[src/hdl/rmsa_pkg.sv]
// Shared widths, status codes and sizing for the running mean / std-dev accumulator.
// No dependencies; every other file in hdl/ uses this package by scoped names.
`default_nettype none

package rmsa_pkg;

  // sample and count formats
  localparam int SAMPLE_BITS = 24;
  localparam int COUNT_BITS  = 16;

  // port widths of the word fields
  localparam int VAL_W  = 24;
  localparam int CNT_W  = 16;
  localparam int STAT_W = 2;

  // exact accumulator widths
  localparam int SUM_W  = SAMPLE_BITS + COUNT_BITS;
  localparam int SQ_W   = 2 * SAMPLE_BITS + COUNT_BITS;
  localparam int PROD_W = 2 * SUM_W;

  // serial multiplier: multiplicand sized for the sum of squares, multiplier for the |sum|
  localparam int MA_W    = SQ_W;
  localparam int MB_W    = SUM_W;
  localparam int MSTEP_W = $clog2(MB_W + 1);

  // serial divider: divisor sized for n*(n-1)
  localparam int DIV_W   = 2 * COUNT_BITS;
  localparam int DSTEP_W = $clog2(PROD_W + 1);

  // square root: variance is below 2^(2*SAMPLE_BITS)
  localparam int VAR_W   = 2 * SAMPLE_BITS;
  localparam int ROOT_W  = SAMPLE_BITS;
  localparam int RSTEP_W = $clog2(ROOT_W + 1);

  localparam logic [COUNT_BITS-1:0] COUNT_FULL = '1;

  typedef enum logic [STAT_W-1:0] {
    ST_OK    = 2'd0,
    ST_EMPTY = 2'd1,
    ST_FULL  = 2'd2
  } status_t;

endpackage

`default_nettype wire

[src/hdl/running_mean_stddev_accumulator_top.sv]
// Running mean and sample standard deviation accumulator, top level with sequencer.
// Depends on rmsa_pkg, rmsa_mul, rmsa_div and rmsa_sqrt.
//
// Each input word either clears the statistics or adds one signed sample; every word
// returns one result word with the count, the mean truncated toward zero, the sample
// standard deviation floor(sqrt((n*Q - S*S) / (n*(n-1)))) and the last sample, all from
// exact integer sums. A clear goes straight to the result word and the first sample after a
// clear needs only the sample square. Any other sample goes through the square, n*Q, S*S,
// n*(n-1), the variance divide and the square root; a sample rejected because the count
// is full skips the square. The time is set by one shared bit-serial multiplier (sample
// square, n*Q, S*S, n*(n-1)), then a one-bit-per-cycle divider over the full
// 2*(SAMPLE_BITS+COUNT_BITS) bit difference and a two-bit-per-cycle square root. The mean
// divide runs on its own divider alongside. One word is in work at a time; a finished
// result sits in the output register while the next word is accepted.
`default_nettype none

module running_mean_stddev_accumulator_top (
  input  logic                               clk,
  input  logic                               rst_n,
  input  logic                               in_valid,
  output logic                               in_ready,
  input  logic signed [rmsa_pkg::VAL_W-1:0]  in_sample_value,
  input  logic                               in_clear_request,
  output logic                               out_valid,
  input  logic                               out_ready,
  output logic [rmsa_pkg::CNT_W-1:0]         out_sample_count,
  output logic signed [rmsa_pkg::VAL_W-1:0]  out_mean_value,
  output logic [rmsa_pkg::VAL_W-1:0]         out_std_deviation,
  output logic signed [rmsa_pkg::VAL_W-1:0]  out_last_value,
  output logic [rmsa_pkg::STAT_W-1:0]        out_status_code
);

  typedef enum logic [8:0] {
    S_IDLE  = 9'b000000001,
    S_SQR   = 9'b000000010,
    S_STATS = 9'b000000100,
    S_NQ    = 9'b000001000,
    S_SS    = 9'b000010000,
    S_NN    = 9'b000100000,
    S_DIV   = 9'b001000000,
    S_SQRT  = 9'b010000000,
    S_FIN   = 9'b100000000
  } fsm_t;

  fsm_t state_r, state_nxt;

  // architectural state
  logic [rmsa_pkg::COUNT_BITS-1:0]          count_r;
  logic signed [rmsa_pkg::SUM_W-1:0]        sum_r;
  logic [rmsa_pkg::SQ_W-1:0]                sq_r;
  logic signed [rmsa_pkg::SAMPLE_BITS-1:0]  last_r;

  // work registers
  logic signed [rmsa_pkg::SAMPLE_BITS-1:0]  v_r;
  rmsa_pkg::status_t                        status_r;
  logic [rmsa_pkg::PROD_W-1:0]              nq_r;
  logic [rmsa_pkg::PROD_W-1:0]              diff_r;
  logic signed [rmsa_pkg::SAMPLE_BITS-1:0]  mean_r;
  logic [rmsa_pkg::ROOT_W-1:0]              sd_r;

  // output word
  logic                                     out_valid_r;
  logic [rmsa_pkg::CNT_W-1:0]               out_sample_count_r;
  logic signed [rmsa_pkg::VAL_W-1:0]        out_mean_value_r;
  logic [rmsa_pkg::VAL_W-1:0]               out_std_deviation_r;
  logic signed [rmsa_pkg::VAL_W-1:0]        out_last_value_r;
  logic [rmsa_pkg::STAT_W-1:0]              out_status_code_r;

  logic                                     accept;
  logic                                     out_free;
  logic signed [rmsa_pkg::SAMPLE_BITS-1:0]  v_in;
  logic [rmsa_pkg::SAMPLE_BITS-1:0]         v_abs;
  logic [rmsa_pkg::SUM_W-1:0]               s_abs;
  logic [rmsa_pkg::SAMPLE_BITS-1:0]         mean_mag;

  // unit hookups
  logic                                     mul_start;
  logic [rmsa_pkg::MA_W-1:0]                mul_a;
  logic [rmsa_pkg::MB_W-1:0]                mul_b;
  logic [rmsa_pkg::MSTEP_W-1:0]             mul_steps;
  logic                                     mul_done;
  logic [rmsa_pkg::PROD_W-1:0]              mul_prod;
  logic                                     mean_start;
  logic                                     mean_done;
  logic [rmsa_pkg::PROD_W-1:0]              mean_quot;
  logic                                     var_start;
  logic                                     var_done;
  logic [rmsa_pkg::PROD_W-1:0]              var_quot;
  logic                                     sqrt_start;
  logic                                     sqrt_done;
  logic [rmsa_pkg::ROOT_W-1:0]              sqrt_root;

  assign in_ready = (state_r == S_IDLE);
  assign accept   = in_valid && in_ready;
  assign out_free = !out_valid_r || out_ready;

  assign v_in     = in_sample_value[rmsa_pkg::SAMPLE_BITS-1:0];
  assign v_abs    = v_in[rmsa_pkg::SAMPLE_BITS-1] ? rmsa_pkg::SAMPLE_BITS'(-v_in)
                                                 : rmsa_pkg::SAMPLE_BITS'(v_in);
  assign s_abs    = sum_r[rmsa_pkg::SUM_W-1] ? rmsa_pkg::SUM_W'(-sum_r)
                                            : rmsa_pkg::SUM_W'(sum_r);
  assign mean_mag = mean_quot[rmsa_pkg::SAMPLE_BITS-1:0];

  always_comb begin
    state_nxt  = state_r;
    mul_start  = 1'b0;
    mul_a      = '0;
    mul_b      = '0;
    mul_steps  = '0;
    mean_start = 1'b0;
    var_start  = 1'b0;
    sqrt_start = 1'b0;
    unique case (state_r)
      S_IDLE: begin
        if (accept) begin
          if (in_clear_request) begin
            state_nxt = S_FIN;
          end else if (count_r == rmsa_pkg::COUNT_FULL) begin
            state_nxt = S_STATS;
          end else begin
            mul_start = 1'b1;
            mul_a     = rmsa_pkg::MA_W'(v_abs);
            mul_b     = rmsa_pkg::MB_W'(v_abs) << (rmsa_pkg::MB_W - rmsa_pkg::SAMPLE_BITS);
            mul_steps = rmsa_pkg::MSTEP_W'(rmsa_pkg::SAMPLE_BITS);
            state_nxt = S_SQR;
          end
        end
      end
      S_SQR: begin
        if (mul_done) begin
          state_nxt = S_STATS;
        end
      end
      S_STATS: begin
        if (count_r == rmsa_pkg::COUNT_BITS'(1)) begin
          state_nxt = S_FIN;
        end else begin
          // n*Q on the multiplier, S/n on the mean divider
          mul_start  = 1'b1;
          mul_a      = rmsa_pkg::MA_W'(sq_r);
          mul_b      = rmsa_pkg::MB_W'(count_r) << (rmsa_pkg::MB_W - rmsa_pkg::COUNT_BITS);
          mul_steps  = rmsa_pkg::MSTEP_W'(rmsa_pkg::COUNT_BITS);
          mean_start = 1'b1;
          state_nxt  = S_NQ;
        end
      end
      S_NQ: begin
        if (mul_done) begin
          mul_start = 1'b1;
          mul_a     = rmsa_pkg::MA_W'(s_abs);
          mul_b     = s_abs;
          mul_steps = rmsa_pkg::MSTEP_W'(rmsa_pkg::SUM_W);
          state_nxt = S_SS;
        end
      end
      S_SS: begin
        if (mul_done) begin
          mul_start = 1'b1;
          mul_a     = rmsa_pkg::MA_W'(count_r);
          mul_b     = rmsa_pkg::MB_W'(count_r - 1'b1)
                      << (rmsa_pkg::MB_W - rmsa_pkg::COUNT_BITS);
          mul_steps = rmsa_pkg::MSTEP_W'(rmsa_pkg::COUNT_BITS);
          state_nxt = S_NN;
        end
      end
      S_NN: begin
        if (mul_done) begin
          var_start = 1'b1;
          state_nxt = S_DIV;
        end
      end
      S_DIV: begin
        if (var_done) begin
          sqrt_start = 1'b1;
          state_nxt  = S_SQRT;
        end
      end
      S_SQRT: begin
        if (sqrt_done) begin
          state_nxt = S_FIN;
        end
      end
      S_FIN: begin
        if (out_free) begin
          state_nxt = S_IDLE;
        end
      end
      default: begin
        state_nxt = S_IDLE;
      end
    endcase
  end

  rmsa_mul u_mul (
    .clk    (clk),
    .rst_n  (rst_n),
    .start  (mul_start),
    .mcand  (mul_a),
    .mplier (mul_b),
    .steps  (mul_steps),
    .done   (mul_done),
    .prod   (mul_prod)
  );

  rmsa_div u_mean_div (
    .clk      (clk),
    .rst_n    (rst_n),
    .start    (mean_start),
    .dividend (rmsa_pkg::PROD_W'(s_abs) << (rmsa_pkg::PROD_W - rmsa_pkg::SUM_W)),
    .divisor  (rmsa_pkg::DIV_W'(count_r)),
    .steps    (rmsa_pkg::DSTEP_W'(rmsa_pkg::SUM_W)),
    .done     (mean_done),
    .quot     (mean_quot)
  );

  rmsa_div u_var_div (
    .clk      (clk),
    .rst_n    (rst_n),
    .start    (var_start),
    .dividend (diff_r),
    .divisor  (mul_prod[rmsa_pkg::DIV_W-1:0]),
    .steps    (rmsa_pkg::DSTEP_W'(rmsa_pkg::PROD_W)),
    .done     (var_done),
    .quot     (var_quot)
  );

  rmsa_sqrt u_sqrt (
    .clk   (clk),
    .rst_n (rst_n),
    .start (sqrt_start),
    .rad   (var_quot[rmsa_pkg::VAR_W-1:0]),
    .done  (sqrt_done),
    .root  (sqrt_root)
  );

  always_ff @(posedge clk) begin
    if (!rst_n) begin
      state_r     <= S_IDLE;
      count_r     <= '0;
      sum_r       <= '0;
      sq_r        <= '0;
      last_r      <= '0;
      out_valid_r <= 1'b0;
    end else begin
      state_r <= state_nxt;
      if (accept && in_clear_request) begin
        count_r <= '0;
        sum_r   <= '0;
        sq_r    <= '0;
        last_r  <= '0;
      end
      if (state_r == S_SQR && mul_done) begin
        count_r <= count_r + 1'b1;
        sum_r   <= sum_r + rmsa_pkg::SUM_W'(v_r);
        sq_r    <= sq_r + rmsa_pkg::SQ_W'(mul_prod);
        last_r  <= v_r;
      end
      if (state_r == S_FIN && out_free) begin
        out_valid_r <= 1'b1;
      end else if (out_ready) begin
        out_valid_r <= 1'b0;
      end
    end
  end

  always_ff @(posedge clk) begin
    if (accept) begin
      v_r <= v_in;
      if (in_clear_request) begin
        status_r <= rmsa_pkg::ST_EMPTY;
        mean_r   <= '0;
        sd_r     <= '0;
      end else if (count_r == rmsa_pkg::COUNT_FULL) begin
        status_r <= rmsa_pkg::ST_FULL;
      end else begin
        status_r <= rmsa_pkg::ST_OK;
      end
    end
    if (state_r == S_STATS && count_r == rmsa_pkg::COUNT_BITS'(1)) begin
      // single sample: mean is the sample itself, no spread
      mean_r <= sum_r[rmsa_pkg::SAMPLE_BITS-1:0];
      sd_r   <= '0;
    end
    if (mean_done) begin
      mean_r <= sum_r[rmsa_pkg::SUM_W-1] ? rmsa_pkg::SAMPLE_BITS'(-mean_mag) : mean_mag;
    end
    if (state_r == S_NQ && mul_done) begin
      nq_r <= mul_prod;
    end
    if (state_r == S_SS && mul_done) begin
      diff_r <= nq_r - mul_prod;
    end
    if (sqrt_done) begin
      sd_r <= sqrt_root;
    end
    if (state_r == S_FIN && out_free) begin
      out_sample_count_r  <= rmsa_pkg::CNT_W'(count_r);
      out_mean_value_r    <= rmsa_pkg::VAL_W'(mean_r);
      out_std_deviation_r <= rmsa_pkg::VAL_W'(sd_r);
      out_last_value_r    <= rmsa_pkg::VAL_W'(last_r);
      out_status_code_r   <= status_r;
    end
  end

  assign out_valid         = out_valid_r;
  assign out_sample_count  = out_sample_count_r;
  assign out_mean_value    = out_mean_value_r;
  assign out_std_deviation = out_std_deviation_r;
  assign out_last_value    = out_last_value_r;
  assign out_status_code   = out_status_code_r;

`ifndef SYNTH
  a_mul_done_phase: assert property (@(posedge clk) disable iff (!rst_n)
    mul_done |-> (state_r == S_SQR || state_r == S_NQ || state_r == S_SS || state_r == S_NN))
    else $error("multiplier result outside a multiply phase");

  // mean divide must land while the variance chain is still running
  a_mean_done_phase: assert property (@(posedge clk) disable iff (!rst_n)
    mean_done |-> !(state_r == S_IDLE || state_r == S_FIN || state_r == S_SQR ||
                    state_r == S_STATS))
    else $error("mean divider finished outside the variance chain");

  a_var_done_phase: assert property (@(posedge clk) disable iff (!rst_n)
    var_done |-> state_r == S_DIV)
    else $error("variance divider result outside divide phase");

  a_sqrt_done_phase: assert property (@(posedge clk) disable iff (!rst_n)
    sqrt_done |-> state_r == S_SQRT)
    else $error("square root result outside root phase");

  a_sd_small_count: assert property (@(posedge clk) disable iff (!rst_n)
    (out_valid_r && out_sample_count_r < rmsa_pkg::CNT_W'(2)) |-> out_std_deviation_r == '0)
    else $error("nonzero deviation with fewer than two samples");

  a_empty_count: assert property (@(posedge clk) disable iff (!rst_n)
    (out_valid_r && out_status_code_r == rmsa_pkg::ST_EMPTY) |->
      (out_sample_count_r == '0 && out_mean_value_r == '0))
    else $error("empty status with nonzero statistics");
`endif

endmodule

`default_nettype wire

[src/hdl/rmsa_mul.sv]
// Bit-serial shift-add multiplier, one multiplier bit per cycle, MSB first.
// Depends on rmsa_pkg for operand and product widths.
`default_nettype none

module rmsa_mul (
  input  logic                              clk,
  input  logic                              rst_n,
  input  logic                              start,
  input  logic [rmsa_pkg::MA_W-1:0]         mcand,
  input  logic [rmsa_pkg::MB_W-1:0]         mplier,   // MSB-aligned
  input  logic [rmsa_pkg::MSTEP_W-1:0]      steps,
  output logic                              done,
  output logic [rmsa_pkg::PROD_W-1:0]       prod
);

  logic                           busy_r;
  logic                           done_r;
  logic [rmsa_pkg::MSTEP_W-1:0]   cnt_r;
  logic [rmsa_pkg::MA_W-1:0]      a_r;
  logic [rmsa_pkg::MB_W-1:0]      b_r;
  logic [rmsa_pkg::PROD_W-1:0]    acc_r;
  logic [rmsa_pkg::PROD_W-1:0]    acc_nxt;

  always_comb begin
    acc_nxt = {acc_r[rmsa_pkg::PROD_W-2:0], 1'b0}
            + (b_r[rmsa_pkg::MB_W-1] ? rmsa_pkg::PROD_W'(a_r) : '0);
  end

  always_ff @(posedge clk) begin
    if (!rst_n) begin
      busy_r <= 1'b0;
      done_r <= 1'b0;
    end else begin
      done_r <= 1'b0;
      if (start) begin
        busy_r <= 1'b1;
      end else if (busy_r && cnt_r == rmsa_pkg::MSTEP_W'(1)) begin
        busy_r <= 1'b0;
        done_r <= 1'b1;
      end
    end
  end

  always_ff @(posedge clk) begin
    if (start) begin
      a_r   <= mcand;
      b_r   <= mplier;
      acc_r <= '0;
      cnt_r <= steps;
    end else if (busy_r) begin
      acc_r <= acc_nxt;
      b_r   <= {b_r[rmsa_pkg::MB_W-2:0], 1'b0};
      cnt_r <= cnt_r - 1'b1;
    end
  end

  assign done = done_r;
  assign prod = acc_r;

endmodule

`default_nettype wire

[src/hdl/rmsa_div.sv]
// Restoring bit-serial divider, one quotient bit per cycle.
// Depends on rmsa_pkg; the dividend comes in MSB-aligned, the quotient builds up in its place.
`default_nettype none

module rmsa_div (
  input  logic                              clk,
  input  logic                              rst_n,
  input  logic                              start,
  input  logic [rmsa_pkg::PROD_W-1:0]       dividend,
  input  logic [rmsa_pkg::DIV_W-1:0]        divisor,
  input  logic [rmsa_pkg::DSTEP_W-1:0]      steps,
  output logic                              done,
  output logic [rmsa_pkg::PROD_W-1:0]       quot
);

  logic                           busy_r;
  logic                           done_r;
  logic [rmsa_pkg::DSTEP_W-1:0]   cnt_r;
  logic [rmsa_pkg::PROD_W-1:0]    dvd_r;
  logic [rmsa_pkg::DIV_W-1:0]     dsr_r;
  logic [rmsa_pkg::DIV_W-1:0]     rem_r;
  logic [rmsa_pkg::DIV_W:0]       trial;
  logic [rmsa_pkg::DIV_W:0]       diff;
  logic                           ge;

  always_comb begin
    trial = {rem_r, dvd_r[rmsa_pkg::PROD_W-1]};
    diff  = trial - {1'b0, dsr_r};
    ge    = trial >= {1'b0, dsr_r};
  end

  always_ff @(posedge clk) begin
    if (!rst_n) begin
      busy_r <= 1'b0;
      done_r <= 1'b0;
    end else begin
      done_r <= 1'b0;
      if (start) begin
        busy_r <= 1'b1;
      end else if (busy_r && cnt_r == rmsa_pkg::DSTEP_W'(1)) begin
        busy_r <= 1'b0;
        done_r <= 1'b1;
      end
    end
  end

  always_ff @(posedge clk) begin
    if (start) begin
      dvd_r <= dividend;
      dsr_r <= divisor;
      rem_r <= '0;
      cnt_r <= steps;
    end else if (busy_r) begin
      // partial remainder stays below the divisor, so the top bit drops cleanly
      rem_r <= ge ? diff[rmsa_pkg::DIV_W-1:0] : trial[rmsa_pkg::DIV_W-1:0];
      dvd_r <= {dvd_r[rmsa_pkg::PROD_W-2:0], ge};
      cnt_r <= cnt_r - 1'b1;
    end
  end

  assign done = done_r;
  assign quot = dvd_r;

endmodule

`default_nettype wire

[src/hdl/rmsa_sqrt.sv]
// Digit-by-digit integer square root, two radicand bits per cycle.
// Depends on rmsa_pkg for the radicand and root widths.
`default_nettype none

module rmsa_sqrt (
  input  logic                              clk,
  input  logic                              rst_n,
  input  logic                              start,
  input  logic [rmsa_pkg::VAR_W-1:0]        rad,
  output logic                              done,
  output logic [rmsa_pkg::ROOT_W-1:0]       root
);

  logic                           busy_r;
  logic                           done_r;
  logic [rmsa_pkg::RSTEP_W-1:0]   cnt_r;
  logic [rmsa_pkg::VAR_W-1:0]     rad_r;
  logic [rmsa_pkg::ROOT_W:0]      rem_r;
  logic [rmsa_pkg::ROOT_W-1:0]    root_r;
  logic [rmsa_pkg::ROOT_W+1:0]    trial_rem;
  logic [rmsa_pkg::ROOT_W+1:0]    trial;
  logic [rmsa_pkg::ROOT_W+1:0]    diff;
  logic                           ge;

  always_comb begin
    trial_rem = {rem_r[rmsa_pkg::ROOT_W-1:0], rad_r[rmsa_pkg::VAR_W-1 -: 2]};
    trial     = {root_r, 2'b01};
    diff      = trial_rem - trial;
    ge        = trial_rem >= trial;
  end

  always_ff @(posedge clk) begin
    if (!rst_n) begin
      busy_r <= 1'b0;
      done_r <= 1'b0;
    end else begin
      done_r <= 1'b0;
      if (start) begin
        busy_r <= 1'b1;
      end else if (busy_r && cnt_r == rmsa_pkg::RSTEP_W'(1)) begin
        busy_r <= 1'b0;
        done_r <= 1'b1;
      end
    end
  end

  always_ff @(posedge clk) begin
    if (start) begin
      rad_r  <= rad;
      rem_r  <= '0;
      root_r <= '0;
      cnt_r  <= rmsa_pkg::RSTEP_W'(rmsa_pkg::ROOT_W);
    end else if (busy_r) begin
      // remainder never exceeds twice the partial root
      rem_r  <= ge ? diff[rmsa_pkg::ROOT_W:0] : trial_rem[rmsa_pkg::ROOT_W:0];
      root_r <= {root_r[rmsa_pkg::ROOT_W-2:0], ge};
      rad_r  <= {rad_r[rmsa_pkg::VAR_W-3:0], 2'b00};
      cnt_r  <= cnt_r - 1'b1;
    end
  end

  assign done = done_r;
  assign root = root_r;

endmodule

`default_nettype wire

[config.mk]
export PLATFORM = sky130hd
export DESIGN_NAME = running_mean_stddev_accumulator_top
export DESIGN_NICKNAME = d
export VERILOG_FILES = /design/src/hdl/rmsa_pkg.sv /design/src/hdl/running_mean_stddev_accumulator_top.sv /design/src/hdl/rmsa_mul.sv /design/src/hdl/rmsa_div.sv /design/src/hdl/rmsa_sqrt.sv
export SDC_FILE = /design/constraint.sdc
export NUM_CORES = 2
export LEC_CHECK = 0
export ABC_AREA = 0
export ABC_CLOCK_PERIOD_IN_PS = 9100
export BUFFER_PORTS_ARGS = -buffer_cell sky130_fd_sc_hd__buf_4
export CORE_MARGIN = 5
export CORE_UTILIZATION = 45
export CTS_BUF_LIST = sky130_fd_sc_hd__clkbuf_8 sky130_fd_sc_hd__clkbuf_16
export DETAILED_ROUTE_END_ITERATION = 10
export GPL_ROUTABILITY_DRIVEN = 0
export GPL_TIMING_DRIVEN = 0
export HOLD_SLACK_MARGIN = 0.12
export SLEW_MARGIN = 25
export SYNTH_ARGS = -nofsm -noshare
export SYNTH_HDL_FRONTEND = slang
export SYNTH_SLANG_ARGS = --single-unit
[constraint.sdc]
create_clock -name clk -period 9.1 [get_ports clk]
set_input_delay 0.91 -clock clk [delete_from_list [all_inputs] [get_ports clk]]
set_output_delay 0.91 -clock clk [all_outputs]
set_load 0.03 [all_outputs]
==> run metrics <==
outcome completed; Crit Path Category flop to flop; total congestion overflow 0; I/O pins 121; cell count after synthesis roughly 6.6k; Setup WS pre-CTS a little under 4000 ps; final setup fails 0; Worst setup EP type flop; Worst Hold Class input pin to flop; root buffer cell clkbuf_16; most frequent cells in the layout 895 x nand2_1, 650 x edfxtp_1, 477 x nor2_1; slew at the pin with the worst max-slew slack roughly 1100 ps; Post-Syn Area per Cell 9.26 µm²; share of cells above drive strength 1 under 10%; Peak supply drop about 0.00017 V; power density cells roughly 220 nW/µm²; TritonCTS clock tree built; internal reg-to-reg setup slack ~3800 ps; cts repair resizes 0; Pins Over Slew Limit 0; Area contributors post-synth edfxtp_1 32%, dfxtp_1 14%, ha_1 6.8%, nand2_1 5.5%, o21ai_0 3.8%; Post-synth top flop edfxtp_1; worst r2r dst u_mul.prod[53]; synthesis-to-finish area growth 12.1%; final hold violations 0; post-route ant nets 0; Vias roughly 50k; RSZ-0062 raised after global routing no; register area share after synthesis a little under half; Clock Skew between 60 and 70 ps; flops & latches, synth approximately 1.1k; clock transition at the registers of the reported paths approximately 70 ps; ANT cells 0; Setup Fix Bufs, Post-CTS 0; H-tree Lvls 3; cell area after synthesis 61200 µm²; CP Cell Sequence clkbuf_1, clkbuf_1, nand2_1, fa_1, nand2b_1, a21oi_1, o211ai_1, a2111oi_2, o21ai_0, o41ai_2, a21boi_1, o21bai_1, xnor2_1, o21ai_0; Slew HR 27.0%; wirelength, routed ~180 mm; Worst Path Required 9690 ps; Finished Layout Cells between 8k and 9k; r2r worst-path depth 14; static leakage about 27 nW; Final nets approximately 7.2k; Mapped Nets roughly 7k; Longest Clk Path Bufs 3; vias in the first global route around 48k; TritonCTS Buffers 114; hold_sp in_sample_value[22]; period utilization approximately 58%; DR vias/cell about 5.7; # DRC 0; DIE WIDTH ~380 µm; DP Cell Count between 8k and 9k; Post-synth EDFFs 650; startpoint types flop; hold path cells 1; final design utilization between 50 and 60%; Max-cap violations 0; total track usage 24.9%; area of the die 143000 µm²; die height roughly 380 µm; Iteration-0 DRC Markers roughly 4.4k; largest net degree at the start of global routing just under 80; Design Power around 15 mW; first-pass GRT wire length ~280 mm; commonest non-fill, non-tap cell in the layout nand2_1; number of core rows 135; Peak Freq 0.189 GHz; reg2reg start u_mul.b_r[39]; Synth top area share between 30% and 40%; IO buf count 120; Ys Warns 0; asr flop ratio synth 0%; post-DP HPWL approximately 140 mm; initial antenna violation count 4; Clock Sinks roughly 1.1k; CP max stage delay around 700 ps; Yosys top cell by area edfxtp_1; fin crit period about 5300 ps; setup TNS 0 ps; Starting Density 45.2%; Worst Path Max Fanout 10; Worst EP arrival about 6000 ps; Pre-antenna DRT Iters 6; # hold bufs at CTS 0; Min-Delay Endpoint v_r[22]; Core ar. ~140000 µm²; count of different cell masters after synthesis 98; clock latency on the worst-skew pair ~770 ps; WL per Instance between 20 and 25 µm; CP max stage cell a2111oi_2; fin worst setup slack 3820 ps
## metrics by stage
stage	area, µm²	hold slack, ps
3_5_place_dp	64700	405
5_1_grt	68600	349
3_3_place_gp	64300	402
2_1_floorplan	61200	400
6_report	68600	368
4_1_cts	68600	324
## cell usage after synthesis (92+ instances only)
master,number
a21o_1,213
a21oi_1,454
and2_1,166
clkbuf_1,294
dfxtp_1,413
edfxtp_1,650
ha_1,332
inv_1,271
mux2i_1,160
nand2_1,896
nand3_1,217
nand4_1,99
nor2_1,479
nor3_1,92
o21ai_0,470
xnor2_1,216
xor2_1,177
## how the worst max path moves through the flow
stage / start / to / slack (ps)
finish: u_mul.b_r[39] / u_mul.prod[53] / 3820
global route: u_mul.b_r[39] / u_mul.prod[64] / 3630
CTS: u_mul.b_r[39] / u_mul.prod[64] / 3840
detailed placement: u_mul.b_r[39] / u_mul.prod[64] / 3920
global placement: state_r[6] / out_last_value[20] / 990
floorplan: state_r[6] / out_last_value[0] / 3270
## worst max-delay path: cells and delay by family (launching register included)
kind	cells	cell delay [ps]
AO/OA/AOI/OAI	8	2430
XOR/XNOR	1	150
adder cells (fa/ha/maj)	1	520
buffers and inverters	2	1180
flip-flops	1	320
AND/OR/NAND/NOR	2	510
## cell type report
| class | instances | area (µm²) |
|---|---|---|
| multi-input cells | 4928 | 31100 |
| repair buffers | 133 | 1180 |
| inverters | 277 | 1040 |
| clock buffers | 133 | 3200 |
| clock inverters | 85 | 718 |
| well taps | 1781 | 2230 |
| plain buffers | 339 | 1330 |
| fillers | 12500 | 66700 |
| flip-flops and latches | 1063 | 27800 |
## registers in the layout, summed over array words and instances, names as in the netlist, 32 cells and up
signal	count
u_mean_div.quot	80
u_var_div.dsr_r	32
diff_r	80
u_mul.prod	80
u_var_div.rem_r	32
u_mean_div.rem_r	32
sum_r	40
sq_r	64
u_var_div.quot	80
nq_r	80
u_mul.a_r	64
u_sqrt.rad_r	48
u_mul.b_r	40
## cell families (layout without fill, tap and decap cells)
kind of cell	count (synthesis)	count (layout)	share of synthesized area, %
AOI/OAI and AO/OA	1713	1713	17.6
xor gates and xnor gates	393	393	5.62
adders and majority gates	338	338	6.98
buffers and inverters	616	967	3.84
DFF	1063	1063	45.4
muxes	168	168	2.76
and+or+nand+nor	2316	2316	17.8
## where the power goes
| part | switching, mW | internal [mW] | leakage (nW) |
|---|---|---|---|
| clock network | 2.08 | 2.71 | 1.98 |
| logic | 2.85 | 1.65 | 15.6 |
| registers | 0.511 | 5.62 | 9.38 |
| total | 5.44 | 9.98 | 27.0 |
## per-layer routing
metal | track usage [%] | part of all wire (%) | up-vias
met5 | 0.0343 | 0 | -
met4 | 10.6 | 4.5 | 0
met3 | 3.42 | 6.4 | 371
met2 | 39.9 | 45 | 1833
met1 | 34.0 | 44 | 23600
li1 | - | - | 24300
Power figures use the tool's default switching activity.
